--- config.mk ---
export PLATFORM = sky130hd
export DESIGN_NAME = lmws_obuf
export DESIGN_NICKNAME = d
export VERILOG_FILES = /design/src/rtl/lmws_pkg.sv /design/src/rtl/lmws_obuf.sv
export VERILOG_INCLUDE_DIRS = /design/src /design/src/rtl
export SDC_FILE = /design/constraint.sdc
export NUM_CORES = 1
export LEC_CHECK = 0
export CAP_MARGIN = 20
export CORE_AREA = 4 4 188 190
export CTS_CLUSTER_SIZE = 14
export DETAILED_ROUTE_END_ITERATION = 16
export DIE_AREA = 0 0 192 194
export DONT_BUFFER_PORTS = 1
export PLACE_DENSITY_LB_ADDON = 0.3
export SLEW_MARGIN = 20
export SYNTH_ARGS = -nofsm -noshare
export SYNTH_HDL_FRONTEND = slang
export SYNTH_SLANG_ARGS = --single-unit
--- constraint.sdc ---
create_clock -name clk -period 3.4 [get_ports clk]
set_input_delay 0.34 -clock clk [delete_from_list [all_inputs] [get_ports clk]]
set_output_delay 0.34 -clock clk [all_outputs]
set_load 0.02 [all_outputs]
--- src/rtl/local_map_window_shift_defines.svh ---
// Assertion macros shared by the local map window RTL.
`ifndef LOCAL_MAP_WINDOW_SHIFT_DEFINES_SVH
`define LOCAL_MAP_WINDOW_SHIFT_DEFINES_SVH

// Same-cycle implication, checked on clk and disabled while rst_n is low.
`define LMWS_ASSERT_IMP(lbl, ante, cons, msg) \
  lbl: assert property (@(posedge clk) disable iff (!rst_n) (ante) |-> (cons)) \
    else $error(msg);

// Next-cycle implication, checked on clk and disabled while rst_n is low.
`define LMWS_ASSERT_NXT(lbl, ante, cons, msg) \
  lbl: assert property (@(posedge clk) disable iff (!rst_n) (ante) |=> (cons)) \
    else $error(msg);

`endif

--- src/rtl/lmws_pkg.sv ---
// Types and constants shared by the local map window modules.
`default_nettype none

package lmws_pkg;

  // Coordinates: signed metres with 10 fraction bits.
  localparam int NUM_AXES = 3;
  localparam int COORD_W  = 32;
  localparam int WIDE_W   = COORD_W + 4;

  // Configuration register widths.
  localparam int SIDE_W     = 24;
  localparam int RANGE_W    = 24;
  localparam int THR_W      = 11;
  localparam int CFG_DATA_W = 24;
  localparam int CFG_IDX_W  = 2;

  // Margin factor is in units of 1/256.
  localparam int THR_SHIFT = 8;
  localparam logic [THR_W:0] THR_ONE = (THR_W + 1)'(256);

  // Derived length widths.
  localparam int MARGIN_W = THR_W + RANGE_W - THR_SHIFT;
  localparam int MOV_W    = 30;

  // Register indexes.
  localparam logic [CFG_IDX_W-1:0] CFG_CUBE_SIDE    = 2'd0;
  localparam logic [CFG_IDX_W-1:0] CFG_DETECT_RANGE = 2'd1;
  localparam logic [CFG_IDX_W-1:0] CFG_MOVE_THR     = 2'd2;

  // Register reset values.
  localparam logic [SIDE_W-1:0]  CUBE_SIDE_RST    = 24'd122880;
  localparam logic [RANGE_W-1:0] DETECT_RANGE_RST = 24'd460800;
  localparam logic [THR_W-1:0]   MOVE_THR_RST     = 11'd384;

  // Cycles the derived lengths take to follow a register write.
  localparam int SETTLE_W = 3;
  localparam logic [SETTLE_W-1:0] SETTLE_CYCLES = 3'd4;

  // Stream payload widths.
  localparam int IN_W  = NUM_AXES * COORD_W;
  localparam int OUT_W = 2 * NUM_AXES * COORD_W;

  typedef logic signed [COORD_W-1:0] coord_t;

  // Lengths derived from the registers, stable while items flow.
  typedef struct packed {
    logic [MARGIN_W-1:0]     margin;
    logic signed [MOV_W-1:0] mov;
    logic [SIDE_W-1:0]       side;
  } geom_t;

  // Everything one position yields: old cube, moved axes and slab cuts.
  typedef struct packed {
    logic                                 has_box;
    logic [NUM_AXES-1:0]                  hit;
    logic [NUM_AXES-1:0]                  at_min;
    logic [NUM_AXES-1:0][COORD_W-1:0]     lo;
    logic [NUM_AXES-1:0][COORD_W-1:0]     hi;
    logic [NUM_AXES-1:0][COORD_W-1:0]     cut;
  } batch_t;

endpackage

`default_nettype wire

--- src/rtl/lmws_obuf.sv ---
// Result buffer that plays out one empty result or up to three removal boxes.
`default_nettype none

`include "local_map_window_shift_defines.svh"

module lmws_obuf (
  input  wire logic                        clk,
  input  wire logic                        rst_n,
  input  wire logic                        load,
  input  wire lmws_pkg::batch_t            batch,
  output      logic                        free,
  output      logic                        out_tvalid,
  input  wire logic                        out_tready,
  output      logic [lmws_pkg::OUT_W-1:0]  out_tdata,  // rm_min_x,y,z, rm_max_x,y,z
  output      logic                        out_tuser,  // box_valid
  output      logic                        out_tlast
);

  localparam int N  = lmws_pkg::NUM_AXES;
  localparam int CW = lmws_pkg::COORD_W;

  logic             buf_vld_r;
  lmws_pkg::batch_t buf_r;
  logic [N-1:0]     rem_r;
  logic [N-1:0]     rem_nxt;
  logic [N-1:0]     sel_oh;
  logic             last;
  logic             xfer;
  logic             done;

  // Lowest axis still owed a box goes out first.
  assign sel_oh = rem_r & (~rem_r + N'(1));
  assign last   = !buf_r.has_box || (rem_r == sel_oh);
  assign xfer   = buf_vld_r && out_tready;
  assign done   = xfer && last;
  assign free   = !buf_vld_r || done;

  assign out_tvalid = buf_vld_r;
  assign out_tuser  = buf_r.has_box;
  assign out_tlast  = last;

  // Old cube with the selected axis cut to its slab; zeros for an empty result.
  always_comb begin
    for (int a = 0; a < N; a++) begin
      if (!buf_r.has_box) begin
        out_tdata[a*CW +: CW]     = '0;
        out_tdata[(N+a)*CW +: CW] = '0;
      end else begin
        out_tdata[a*CW +: CW]     = (sel_oh[a] && buf_r.at_min[a]) ?
                                    buf_r.cut[a] : buf_r.lo[a];
        out_tdata[(N+a)*CW +: CW] = (sel_oh[a] && !buf_r.at_min[a]) ?
                                    buf_r.cut[a] : buf_r.hi[a];
      end
    end
  end

  assign rem_nxt = rem_r & ~sel_oh;

  // Load a new batch, drop a sent box, release after the last transaction.
  always_ff @(posedge clk) begin
    if (!rst_n) begin
      buf_vld_r <= 1'b0;
      rem_r     <= '0;
    end else if (load) begin
      buf_vld_r <= 1'b1;
      rem_r     <= batch.hit;
    end else if (done) begin
      buf_vld_r <= 1'b0;
    end else if (xfer) begin
      rem_r     <= rem_nxt;
    end
  end

  always_ff @(posedge clk) begin
    if (load) begin
      buf_r <= batch;
    end
  end

  `LMWS_ASSERT_IMP(a_load_when_free, load, free,
                   "batch loaded over results not yet delivered")
  `LMWS_ASSERT_IMP(a_boxes_pending, buf_vld_r && buf_r.has_box, rem_r != '0,
                   "box batch held with no box left to send")

endmodule

`default_nettype wire

==> results.json, run 1 <==
{
  "run_status": "did not finish",
  "lastStage": "clock tree synthesis",
  "stop_error": "[ERROR RSZ-0060] Max buffer count reached.",
  "ys_ff_latch": 296,
  "die_w_um": 192,
  "yosys_warnings": 0,
  "initial_core_util_pct": 37.0,
  "synth_area_leaders": "edfxtp_1 71%, nand2_1 9.8%, a21boi_0 5.6%",
  "rows": 67,
  "synth_common_cells": "324 x nand2_1, 292 x edfxtp_1, 92 x a21boi_0",
  "postPlaceCellArea_um2": 13200,
  "detailed_place_hpwl_um": 23900,
  "syn_area_um2": 12400,
  "root_buffer": "clkbuf_16",
  "cts_hold_buf": 297,
  "synth_top_area_share_pct": 70.9,
  "yosys.cell_count.top_type": "nand2_1",
  "syn-num-nets": 1269,
  "cts.sinks": 296,
  "h-tree-depth": 1,
  "syn-instance-count": 970,
  "synth_edf_count": 292,
  "postSynth.asyncResetShare_pct": 0,
  "io_buffers": 0,
  "syn_avg_cell_area_um2": 12.7,
  "gp_congestion": 0.829,
  "ios": 495,
  "ys.flop_type": "edfxtp_1",
  "cts_buffers": 31,
  "synthDistinctLibCells": 30,
  "post_cts_buffers": 0,
  "dp_slack_ns": 1.01,
  "ctsResizeCount": 0,
  "die_h_um": 194,
  "yosysTopAreaCell": "edfxtp_1",
  "clockBufferDepth": 3,
  "yosysSeqAreaShare_pct": 71.6
}
[stage by stage]
stage	cells	util [%]
3_3_place_gp	1426	39.5
3_5_place_dp	1426	39.5
2_1_floorplan	970	-
[cells by family after synthesis]
| kind of cell | synth area share (%) |
|---|---|
| muxes | 0.172 |
| adders and majority gates | 0.0810 |
| buffers and inverters | 2.92 |
| AOI/OAI and AO/OA | 11.7 |
| DFF | 71.6 |
| and+or+nand+nor | 13.6 |
==> run 2, diff against run 1 <==
CORE_AREA = 4 4 193 195   (was 4 4 188 190)
CTS_CLUSTER_SIZE = default   (was 14)
DIE_AREA = 0 0 197 199   (was 0 0 192 194)
PLACE_DENSITY_LB_ADDON = 0.15   (was 0.3)
==> run 2 against run 1 <==
Area after synthesis did not move. The flow now finishes without violations. Synthesized cell count did not move.
==> results.json, run 2 <==
{
  "run_status": "finished, final reports clean",
  "min_to": "buf_r[66]",
  "postPlaceCellArea_um2": 13300,
  "reg2reg_to": "out_tvalid",
  "synthDistinctLibCells": 30,
  "cts.sinks": 296,
  "hold_path_depth": 0,
  "yosysTopAreaCell": "edfxtp_1",
  "drc": 0,
  "ir_drop_mv": 0.418,
  "yosys_warnings": 0,
  "syn-num-nets": 1269,
  "dpl.cell_count": 1441,
  "final_util_pct": 49.1,
  "clockBufferDepth": 3,
  "power_density_nw_per_um2": 527,
  "hold_path.startpoint": "load",
  "core_area_um2": 35400,
  "finalWirelength_um": 39700,
  "syn2layout_area_growth_pct": 40.5,
  "grt_pass1_vias": 9400,
  "ios": 495,
  "syn-instance-count": 970,
  "gp_congestion": 0.832,
  "fmax_mhz": 345,
  "ys.flop_type": "edfxtp_1",
  "detailed_place_hpwl_um": 25500,
  "final_cells": 1809,
  "antenna_found_initial": 3,
  "via_per_inst": 4.95,
  "synth_area_leaders": "edfxtp_1 71%, nand2_1 9.8%, a21boi_0 5.6%",
  "fin_nets": 1619,
  "path_clk_slew_ns": 0.06,
  "arrival_ns": 2.56,
  "grt_setup_unrepaired": "false",
  "total_leakage_power_nw": 6.43,
  "period_needed_ns": 2.90,
  "die_h_um": 199,
  "r2r_slack_ns": 1.34,
  "regMostFlops": "buf_r",
  "syn_avg_cell_area_um2": 12.7,
  "ant_nets": 0,
  "dieArea_um2": 39200,
  "postSynth.asyncResetShare_pct": 0,
  "path_class": "reg2out",
  "tns_ns": 0,
  "drive_gt1_share_pct": 13.1,
  "cts_buffers": 35,
  "reg_top3": "buf_r (291), rem_r (3)",
  "final_hold_viol_count": 0,
  "root_buffer": "clkbuf_16",
  "worst_pin_slew_ns": 0.984,
  "io_buffers": 0,
  "die_w_um": 197,
  "r2r_cells": 3,
  "synth_edf_count": 292,
  "n_fill_cell": 3135,
  "grt_pass1_wl_um": 56500,
  "syn_area_um2": 12400,
  "grt_max_degree": 299,
  "hp-class": "in2reg",
  "max-slew-margin-rel_pct": 34.4,
  "critPathLaunchType": "flip-flop",
  "clock_latency_ns": 0.53,
  "yosysSeqAreaShare_pct": 71.6,
  "grt_usage_pct": 18.9,
  "wl_per_cell_um": 21.9,
  "ys_ff_latch": 296,
  "worst-path-max-fanout": 32,
  "end_kind": "output port",
  "layout_common_cells": "324 x nand2_1, 302 x dlygate4sd3_1, 292 x edfxtp_1, 92 x a21boi_0, 80 x buf_4",
  "synth_top_area_share_pct": 70.9,
  "globalRouteOverflowTotal": 0,
  "cts_tree": "yes",
  "worstPathRequired_ns": 3.06,
  "vias": 8955,
  "final_max_slew_viol_count": 0,
  "layout_commonest_cell": "nand2_1",
  "firstDrtPassIters": 5,
  "synth_common_cells": "324 x nand2_1, 292 x edfxtp_1, 92 x a21boi_0",
  "post-route-period-util_pct": 85.3,
  "maxCapViolCount": 0,
  "largest_reg_flops": 291,
  "h-tree-depth": 2,
  "fin_skew_ns": 0.0140,
  "hold_ws_ns": 0.0495,
  "rows": 69,
  "initial_core_util_pct": 34.9,
  "setup_viol": 0,
  "yosys.cell_count.top_type": "nand2_1",
  "worstReg2RegStart": "out_tuser",
  "design_area_um2": 17400,
  "drt_iter0_drc": 493
}
## run 2: worst max-delay path by stage
| stage | from | end | slack, ns |
|---|---|---|---|
| after floorplan | out_tuser | out_tdata[64] | 1.43 |
| after global routing | rem_r[0] | out_tdata[161] | 0.28 |
| after CTS | rem_r[0] | out_tdata[182] | 0.44 |
| final | rem_r[0] | out_tdata[122] | 0.50 |
| after global placement | rem_r[0] | out_tdata[182] | 1.03 |
| after detailed placement | rem_r[0] | out_tdata[182] | 1.04 |
## run 2: where the power goes
| group | leakage [nW] | switching, mW | internal [mW] | total (mW) |
|---|---|---|---|---|
| sequential | 2.89 | 0.123 | 4.34 | 4.46 |
| combinational | 3.02 | 0.720 | 0.488 | 1.21 |
| clock | 0.522 | 1.47 | 2.03 | 3.49 |
| total | 6.43 | 2.31 | 6.85 | 9.16 |
## run 2: per-layer routing
layer	vias to the layer above	track usage, %	wire length (µm)
met2	415	32.9	20100
met1	4308	21.8	14900
met5	-	0	0
met4	0	7.27	1240
li1	4158	-	-
met3	74	6.05	3460
## run 2: worst max-delay path: stages (launching register included)
cell	delay (ns)
dfxtp_1	0.62
nor2b_2	0.23
buf_4	0.35
nand2_1	0.09
a21boi_0	0.69
## run 2: kinds of logic after synthesis
| family | synth area share, % |
|---|---|
| and+or+nand+nor | 13.6 |
| adders and majority gates | 0.0810 |
| muxes | 0.172 |
| DFF | 71.6 |
| buffers and inverters | 2.92 |
| AOI/OAI and AO/OA | 11.7 |
## run 2: repair_timing
item,4_1_cts,5_1_grt
hold buffers,299,4
buffers inserted,0,0
gates resized for setup,0,0
hold endpoints to repair,463,80
## run 2: metrics by stage
step                setup slack, ns  power (mW)
finish                        0.501        9.16
global route                  0.277        9.53
CTS                           0.437        9.24
detailed placement             1.04        5.41
global placement               1.03        5.41
floorplan                      1.43        5.12
## run 2: final cells by class
class	instances	area (µm²)	share of cell area, %
antenna	3	7.51	0.0432
clock buffer	44	931	5.36
clock inverter	18	129	0.742
inverter	1	3.75	0.0216
multi-input combinational	601	3180	18.3
sequential	296	8850	50.9
tap	461	577	3.32
timing repair buffer	385	3690	21.3
No activity file was read; power rests on OpenSTA's default activity.
