--- config.mk ---
export PLATFORM = sky130hd
export DESIGN_NAME = lmws_cfg
export DESIGN_NICKNAME = d
export VERILOG_FILES = /design/src/rtl/lmws_pkg.sv /design/src/rtl/lmws_cfg.sv
export VERILOG_INCLUDE_DIRS = /design/src /design/src/rtl
export SDC_FILE = /design/constraint.sdc
export NUM_CORES = 2
export LEC_CHECK = 0
export BUFFER_PORTS_ARGS = -buffer_cell sky130_fd_sc_hd__buf_2
export CAP_MARGIN = 20
export CORE_MARGIN = 3
export CORE_UTILIZATION = 55
export DETAILED_ROUTE_END_ITERATION = 10
export PLACE_DENSITY = 0.72
export SLEW_MARGIN = 20
export SYNTH_ARGS = -nofsm -noshare
export SYNTH_HDL_FRONTEND = slang
export SYNTH_SLANG_ARGS = --single-unit
--- constraint.sdc ---
create_clock -name clk -period 10.05 [get_ports clk]
set_clock_uncertainty 0.15 [all_clocks]
set_input_delay 1.5075 -clock clk [delete_from_list [all_inputs] [get_ports clk]]
set_output_delay 1.5075 -clock clk [all_outputs]
set_load 0.01 [all_outputs]
--- src/rtl/local_map_window_shift_defines.svh ---
// Assertion macros shared by the local map window RTL.
`ifndef LOCAL_MAP_WINDOW_SHIFT_DEFINES_SVH
`define LOCAL_MAP_WINDOW_SHIFT_DEFINES_SVH

// Same-cycle implication, checked on clk and disabled while rst_n is low.
`define LMWS_ASSERT_IMP(lbl, ante, cons, msg) \
  lbl: assert property (@(posedge clk) disable iff (!rst_n) (ante) |-> (cons)) \
    else $error(msg);

// Next-cycle implication, checked on clk and disabled while rst_n is low.
`define LMWS_ASSERT_NXT(lbl, ante, cons, msg) \
  lbl: assert property (@(posedge clk) disable iff (!rst_n) (ante) |=> (cons)) \
    else $error(msg);

`endif

--- src/rtl/lmws_pkg.sv ---
// Types and constants shared by the local map window modules.
`default_nettype none

package lmws_pkg;

  // Coordinates: signed metres with 10 fraction bits.
  localparam int NUM_AXES = 3;
  localparam int COORD_W  = 32;
  localparam int WIDE_W   = COORD_W + 4;

  // Configuration register widths.
  localparam int SIDE_W     = 24;
  localparam int RANGE_W    = 24;
  localparam int THR_W      = 11;
  localparam int CFG_DATA_W = 24;
  localparam int CFG_IDX_W  = 2;

  // Margin factor is in units of 1/256.
  localparam int THR_SHIFT = 8;
  localparam logic [THR_W:0] THR_ONE = (THR_W + 1)'(256);

  // Derived length widths.
  localparam int MARGIN_W = THR_W + RANGE_W - THR_SHIFT;
  localparam int MOV_W    = 30;

  // Register indexes.
  localparam logic [CFG_IDX_W-1:0] CFG_CUBE_SIDE    = 2'd0;
  localparam logic [CFG_IDX_W-1:0] CFG_DETECT_RANGE = 2'd1;
  localparam logic [CFG_IDX_W-1:0] CFG_MOVE_THR     = 2'd2;

  // Register reset values.
  localparam logic [SIDE_W-1:0]  CUBE_SIDE_RST    = 24'd122880;
  localparam logic [RANGE_W-1:0] DETECT_RANGE_RST = 24'd460800;
  localparam logic [THR_W-1:0]   MOVE_THR_RST     = 11'd384;

  // Cycles the derived lengths take to follow a register write.
  localparam int SETTLE_W = 3;
  localparam logic [SETTLE_W-1:0] SETTLE_CYCLES = 3'd4;

  // Stream payload widths.
  localparam int IN_W  = NUM_AXES * COORD_W;
  localparam int OUT_W = 2 * NUM_AXES * COORD_W;

  typedef logic signed [COORD_W-1:0] coord_t;

  // Lengths derived from the registers, stable while items flow.
  typedef struct packed {
    logic [MARGIN_W-1:0]     margin;
    logic signed [MOV_W-1:0] mov;
    logic [SIDE_W-1:0]       side;
  } geom_t;

  // Everything one position yields: old cube, moved axes and slab cuts.
  typedef struct packed {
    logic                                 has_box;
    logic [NUM_AXES-1:0]                  hit;
    logic [NUM_AXES-1:0]                  at_min;
    logic [NUM_AXES-1:0][COORD_W-1:0]     lo;
    logic [NUM_AXES-1:0][COORD_W-1:0]     hi;
    logic [NUM_AXES-1:0][COORD_W-1:0]     cut;
  } batch_t;

endpackage

`default_nettype wire

--- src/rtl/lmws_cfg.sv ---
// Configuration registers and the pipeline that derives margin and move distance.
`default_nettype none

`include "local_map_window_shift_defines.svh"

module lmws_cfg (
  input  wire logic                            clk,
  input  wire logic                            rst_n,
  input  wire logic                            cfg_valid,
  output      logic                            cfg_ready,
  input  wire logic [lmws_pkg::CFG_IDX_W-1:0]  cfg_index,
  input  wire logic [lmws_pkg::CFG_DATA_W-1:0] cfg_data,
  output      logic                            settled,
  output      lmws_pkg::geom_t                 geom
);

  localparam int T2P_W   = lmws_pkg::RANGE_W + lmws_pkg::THR_W + 2;
  localparam int T2_W    = T2P_W - lmws_pkg::THR_SHIFT;
  localparam int D_W     = 30;
  localparam int P_W     = D_W + 4;
  localparam int Q_W     = P_W - 2;
  localparam int QUO_W   = 30;
  localparam int R5_SH   = 34;
  localparam logic [Q_W-1:0] RECIP5 = 32'hCCCC_CCCD;

  logic [lmws_pkg::SIDE_W-1:0]   side_r;
  logic [lmws_pkg::RANGE_W-1:0]  range_r;
  logic [lmws_pkg::THR_W-1:0]    thr_r;
  logic [lmws_pkg::SETTLE_W-1:0] settle_r;
  logic                          cfg_fire;

  logic [lmws_pkg::THR_W+lmws_pkg::RANGE_W-1:0] margin_prod;
  logic signed [lmws_pkg::THR_W:0]              thr_m;
  logic signed [T2P_W-1:0]                      t2_prod;
  logic [lmws_pkg::MARGIN_W-1:0]                margin_r;
  logic signed [lmws_pkg::MOV_W-1:0]            t2_r;

  logic signed [D_W-1:0]   span;
  logic signed [P_W-1:0]   span_x;
  logic signed [P_W-1:0]   p_r;
  logic signed [Q_W-1:0]   q;
  logic [Q_W-1:0]          q_mag;
  logic [2*Q_W-1:0]        prod5;
  logic [QUO_W-1:0]        quo_r;
  logic                    neg_r;
  logic signed [lmws_pkg::MOV_W-1:0] t1;
  logic signed [lmws_pkg::MOV_W-1:0] mov_r;

  assign cfg_ready = 1'b1;
  assign cfg_fire  = cfg_valid && cfg_ready;
  assign settled   = (settle_r == '0);

  // Hold the register file; a write to an unknown index is dropped.
  always_ff @(posedge clk) begin
    if (!rst_n) begin
      side_r   <= lmws_pkg::CUBE_SIDE_RST;
      range_r  <= lmws_pkg::DETECT_RANGE_RST;
      thr_r    <= lmws_pkg::MOVE_THR_RST;
    end else if (cfg_fire) begin
      case (cfg_index)
        lmws_pkg::CFG_CUBE_SIDE:    side_r  <= cfg_data[lmws_pkg::SIDE_W-1:0];
        lmws_pkg::CFG_DETECT_RANGE: range_r <= cfg_data[lmws_pkg::RANGE_W-1:0];
        lmws_pkg::CFG_MOVE_THR:     thr_r   <= cfg_data[lmws_pkg::THR_W-1:0];
        default: ;
      endcase
    end
  end

  // Block input items until the derived lengths catch up with a write.
  always_ff @(posedge clk) begin
    if (!rst_n) begin
      settle_r <= lmws_pkg::SETTLE_CYCLES;
    end else if (cfg_fire) begin
      settle_r <= lmws_pkg::SETTLE_CYCLES;
    end else if (settle_r != '0) begin
      settle_r <= settle_r - lmws_pkg::SETTLE_W'(1);
    end
  end

  // Stage 1: margin = thr*range/256 and t2 = range*(thr-256)/256, floored.
  assign margin_prod = {{lmws_pkg::RANGE_W{1'b0}}, thr_r}
                     * {{lmws_pkg::THR_W{1'b0}}, range_r};
  assign thr_m   = $signed({1'b0, thr_r}) - $signed(lmws_pkg::THR_ONE);
  assign t2_prod = $signed({{(lmws_pkg::THR_W + 2){1'b0}}, range_r})
                 * $signed({{(lmws_pkg::RANGE_W + 1){thr_m[lmws_pkg::THR_W]}}, thr_m});

  always_ff @(posedge clk) begin
    margin_r <= margin_prod[lmws_pkg::THR_W+lmws_pkg::RANGE_W-1:lmws_pkg::THR_SHIFT];
    t2_r     <= {{(lmws_pkg::MOV_W - T2_W){t2_prod[T2P_W-1]}},
                 t2_prod[T2P_W-1:lmws_pkg::THR_SHIFT]};
  end

  // Stage 2: nine times the span left between the two margins.
  assign span   = $signed({{(D_W - lmws_pkg::SIDE_W){1'b0}}, side_r})
                - $signed({{(D_W - lmws_pkg::MARGIN_W - 1){1'b0}}, margin_r, 1'b0});
  assign span_x = {{(P_W - D_W){span[D_W-1]}}, span};

  always_ff @(posedge clk) begin
    p_r <= (span_x <<< 3) + span_x;
  end

  // Stage 3: floor by 4 as a shift, then magnitude times the reciprocal of 5.
  // A negative quotient is floored as -((|q| + 4) / 5).
  assign q     = p_r[P_W-1:2];
  assign q_mag = q[Q_W-1] ? (~q + Q_W'(5)) : q;
  assign prod5 = {{Q_W{1'b0}}, q_mag} * {{Q_W{1'b0}}, RECIP5};

  always_ff @(posedge clk) begin
    quo_r <= prod5[R5_SH+QUO_W-1:R5_SH];
    neg_r <= q[Q_W-1];
  end

  // Stage 4: restore the sign and take the larger of the two distances.
  assign t1 = neg_r ? $signed(~quo_r + QUO_W'(1)) : $signed(quo_r);

  always_ff @(posedge clk) begin
    mov_r <= (t1 > t2_r) ? t1 : t2_r;
  end

  assign geom.margin = margin_r;
  assign geom.mov    = mov_r;
  assign geom.side   = side_r;

  `LMWS_ASSERT_NXT(a_write_blocks_items, cfg_fire, !settled,
                   "input not held off after a register write")

endmodule

`default_nettype wire

# After elaboration in Yosys (flattened, before gate mapping)
# Cells that the tools add are included.
totals:
  reg_bits: 212
  in_bits: 29
  out_inout_bits: 83
  elab_cells: 35
classes:
  n_addsub: 6
  n_mul: 3
  n_lt_le_gt_ge: 1
  eq_ne: 2
  muxes: 3
  n_bitwise: 3
  n_reduce_logical: 7
ops:
  columns: ["cell", "count"]
  rows:
  - ["$mul 32x32->64 const B", 1]
  - ["$mux 30", 2]
  - ["$mul 25x12->37", 1]
  - ["$mul 11x24->35", 1]
  - ["$add 32x29->33", 1]
  - ["$add 32x4->32 const B", 1]
  - ["$mux 32", 1]
  - ["$not 31->32", 1]
  - ["$add 30x1->30 const B", 1]
  - ["$gt 30x29->1", 1]
  - ["$not 30->30", 1]
  - ["$sub 24x28->29", 1]
  - ["$sub 11x9->12 const B", 1]
  - ["$reduce_and 2->1", 3]
  - ["$logic_not 3->1", 1]
  - ["$reduce_bool 3->1", 1]
  - ["$sub 3x1->3 const B", 1]
  - ["$eq 2x1->1 const B", 1]
  - ["$eq 2x2->1 const B", 1]
  - ["$logic_not 2->1", 1]
  - ["$reduce_or 2->1", 1]
  - ["$not 1->1", 1]

# Logic depth before layout (Yosys ltp)
depth:
  depth_word: 5
  mapped_depth: 35
  ltp_nobuf: 34

# Worst setup path before layout
# Ideal clock, no wire load.
synth_path:
  path_kind: "flip-flop to flip-flop"
  from: "register p_r[2]"
  to: "register quo_r[16]"
  setup_ps: 127
  t_arrival_ps: 8556
  required_ps: 9773
  path_slack_ps: 1217
  stages_incl_launch_ff: 33
  path_buffers: 0
  period_less_slack_ps: 8833
  cell_sequence: "dfxtp_1 -> inv_1 -> ha_1 -> nor2b_1 -> or3_1 -> or3_4 -> or4_4 -> nand2b_4 -> or2_4 -> o31ai_1 -> xnor2_1 -> ha_1 -> ha_1 -> fa_1 -> inv_1 -> fa_1 -> inv_1 -> fa_1 -> fa_1 -> fa_1 -> inv_1 -> fa_1 -> inv_1 -> ha_1 -> a21oi_1 -> a21boi_0 -> a311oi_1 -> o221ai_1 -> a21oi_1 -> nand2_1 -> a41oi_1 -> o21ai_0 -> xor2_1"
synth_via:
  elab_chain_len: 4
synth_lines:
  columns: ["element", "line", "rtl"]
  rows:
  - ["start, declared", "lmws_cfg.sv:40", "logic signed [P_W-1:0] p_r;"]
  - ["start signal, assigned", "lmws_cfg.sv:99", "p_r <= (span_x <<< 3) + span_x;"]
  - ["$not 31->32", "lmws_cfg.sv:105", "assign q_mag = q[Q_W-1] ? (~q + Q_W'(5)) : q;"]
  - ["$add 32x4->32", "lmws_cfg.sv:105", null]
  - ["$mux 32 (*)", "lmws_cfg.sv:105", null]
  - ["$mul 32x32->64 (*)", "lmws_cfg.sv:106", "assign prod5 = {{Q_W{1'b0}}, q_mag} * {{Q_W{1'b0}}, RECIP5};"]
  - ["named net prod5[50]", "lmws_cfg.sv:43", "logic [2*Q_W-1:0] prod5;"]
  - ["end signal, assigned", "lmws_cfg.sv:109", "quo_r <= prod5[R5_SH+QUO_W-1:R5_SH];"]
  - ["end, declared", "lmws_cfg.sv:44", "logic [QUO_W-1:0] quo_r;"]
# Mark *: on every way through the listed nets, which the timed path passes. The rest lies on a longest branch.
# A chain may end at the register's enable or synchronous reset.

# Final worst setup path
layout_path:
  from: "register p_r[2]"
  to: "register quo_r[25]"
# Same word-level chain as after synthesis.

==> flow_summary.toml <==
[die]
dieArea_sq_um = 81900
rows = 102
fp.coreArea_sq_um = 77600
start_util = 0.556
ios = 112
die_y_um = 286
dieWidth_um = 286

[outcome]
outcome = "complete, no violations"

[routing]
drt_iter0_drc = 2070
vias_per_cell = 5.48
route.antenna.remaining_nets = 0
drt-total-wl_um = 121000
first_pass_iters = 5
detail_route.wl_per_cell_um = 21.1
drc = 0
num_vias = 31300

[cells_and_area]
final_layout_size_suffix_gt1_frac = 0.0538
fin_nets = 6093
area_growth_pct = 6.10
nFillCells = 6933
final_cell_mix = "inv_1 (1,109), fa_1 (823), ha_1 (586), nand2_1 (355), dfxtp_1 (210)"
final_common_cell = "inv_1"

[worst_setup_path]
cp-startpoint = "p_r[2]$_DFF_P_"
critPathLaunchType = "flop"
slowest_stage = "fa_1"
cp_common_cell = "fa_1"
cp-end-kind = "flop"
critPathCapture = "quo_r[25]$_DFF_P_"
r2r_end = "quo_r[25]$_DFF_P_"
reg2reg_from = "p_r[2]$_DFF_P_"
crit_cells = 28
cp_top_family = "adder cells"
critPathBufInv = 4
cp_max_fo = 6
ff2ff_path_depth = 28
crit_arrival_ns = 9.98
max_stage_delay_ns = 0.55
cp.required_ns = 10.37
path_class = "flop to flop"
rrSetupSlack_ns = 0.39

[min_path]
hold_class = "flop to flop"
holdPathStages = 1

[timing]
slew_headroom = 0.230
rsz0062_at_grt = "false"
fin_crit_ns = 9.66
worstMarginPinSlew_ns = 1.15
period_share = 0.961
max_freq_mhz = 104
slew_violations = 0
setup_viol = 0
hold_violations = 0
fin_tns_setup_ns = 0

[place]
hpwl_um = 105000
gp_congestion = 0.997
io_buffers = 110

[run]
max_cap_violations = 0

[synth]
ys_seq_elements = 210
async_flop_share = 0
yosys_warnings = 0
syn_avg_cell_area_sq_um = 9.42
syn_inst = 4582
synth_edf_count = 0
synth_area_sq_um = 43200
yosysSeqAreaShare = 0.0974
ys_types = 82
synth_flop_cell = "dfxtp_1"

[global_route]
grt_max_degree = 61
grt_pass1_vias = 33200
gr-total-overflow = 0
grt_pass1_wl_um = 188000
antenna_found_initial = 1
gr-usage-all-layers = 0.299

[clocking]
tritoncts = "built"
clockBufferDepth = 3
path_clk_slew_ns = 0.06
cts_max_level = 1
clkSinkCount = 210
cts_buffers = 24
cts_root_buffer = "clkbuf_16"
clk_latency_ns = 0.55
stage by stage:
| step | instances | utilization | hold slack [ns] | area, sq um | setup WS (ns) |
|---|---|---|---|---|---|
| 2_1_floorplan | 4591 | - | 0.225 | 43200 | 1.22 |
| 3_3_place_gp | 5665 | 0.579 | 0.298 | 44900 | 0.330 |
| 3_5_place_dp | 5665 | 0.579 | 0.304 | 44900 | 0.232 |
| 4_1_cts | 5705 | 0.589 | 0.320 | 45700 | 0.213 |
| 5_1_grt | 5708 | 0.590 | 0.373 | 45800 | 0.00692 |
| 6_report | 5709 | 0.590 | 0.319 | 45800 | 0.391 |
synth_stat cells (all sizes together), types with 10 or more instances:
cell type | number | area share
a211oi | 20 | 0.0035
a21boi | 54 | 0.0094
a21o | 76 | 0.013
a21oi | 140 | 0.016
a31oi | 20 | 0.0029
and2 | 168 | 0.024
and3 | 15 | 0.0022
clkbuf | 107 | 0.0093
dfxtp | 210 | 0.097
fa | 823 | 0.38
ha | 587 | 0.17
inv | 1110 | 0.097
mux2 | 30 | 0.0078
nand2 | 356 | 0.031
nand2b | 61 | 0.0090
nand3 | 48 | 0.0056
nand4 | 33 | 0.0048
nor2 | 120 | 0.010
nor2b | 50 | 0.0072
nor3 | 31 | 0.0036
o211ai | 14 | 0.0024
o21a | 25 | 0.0043
o21ai | 104 | 0.012
o21bai | 20 | 0.0035
o31ai | 24 | 0.0046
o41ai | 10 | 0.0026
or3 | 21 | 0.0032
xnor2 | 160 | 0.032
xor2 | 48 | 0.0097
area by class of cell:
cell class | instances | area [sq um] | area share
Antenna cell | 1 | 2.50 | 0.0000546
Clock buffer | 29 | 659 | 0.0144
Clock inverter | 11 | 140 | 0.00306
Inverter | 1110 | 4170 | 0.0910
Multi-Input combinational cell | 3160 | 34500 | 0.753
Sequential cell | 210 | 4200 | 0.0918
Tap cell | 1040 | 1300 | 0.0284
Timing Repair Buffer | 148 | 856 | 0.0187
what timing repair did:
item / CTS / global route
hold buffers: 0 / 0
gates resized for setup: 0 / 11
buffers inserted: 0 / 2
endpoints found under the hold margin: 0 / 0
setup endpoints to repair: 0 / 11
per-layer routing:
layer  vias up  global-route usage  share of wire
met1     15700               0.390           0.41
met5         -                   0              0
met4         0               0.124          0.049
li1      14400                   -              -
met2       948               0.511           0.49
met3       227              0.0323          0.054
sequential cells by signal, indices dropped and copies added (netlist names):
name	count
p_r	31
mov_r	30
quo_r	30
t2_r	29
margin_r	27
range_r	24
side_r	24
thr_r	11
settle_r	3
neg_r	1
worst reg2reg max path, delay by kind of cell, from the launching register on:
kind                     cells  cell delay [ns]
adder cells (fa/ha/maj)      9             4.27
flip-flops                   1             0.33
buffers and inverters        4             0.22
AND/OR/NAND/NOR              5             1.74
AO/OA/AOI/OAI                8             2.30
XOR/XNOR                     2             0.59
logic make-up after synthesis:
kind of cell    share of synthesized area
fa+ha+maj                           0.552
buf+inv                             0.106
simple gates                        0.110
compound gates                     0.0842
flops                              0.0974
xor+xnor                           0.0422
mux                               0.00806
other cells                      0.000174
how the worst min path moves through the flow:
| stage | from | to | slack [ns] |
|---|---|---|---|
| after floorplan | p_r[32]$_DFF_P_ | neg_r$_DFF_P_ | 0.23 |
| after global placement | settle_r[2]$_SDFFE_PP1N_ | settle_r[2]$_SDFFE_PP1N_ | 0.30 |
| after detailed placement | settle_r[2]$_SDFFE_PP1N_ | settle_r[2]$_SDFFE_PP1N_ | 0.30 |
| after CTS | settle_r[2]$_SDFFE_PP1N_ | settle_r[2]$_SDFFE_PP1N_ | 0.32 |
| after global routing | side_r[1]$_SDFFE_PN0P_ | side_r[1]$_SDFFE_PN0P_ | 0.37 |
| final | settle_r[2]$_SDFFE_PP1N_ | settle_r[2]$_SDFFE_PP1N_ | 0.32 |
Power is not shown: default switching activity piles up to over one toggle a cycle in this logic, so the estimate is an artifact.
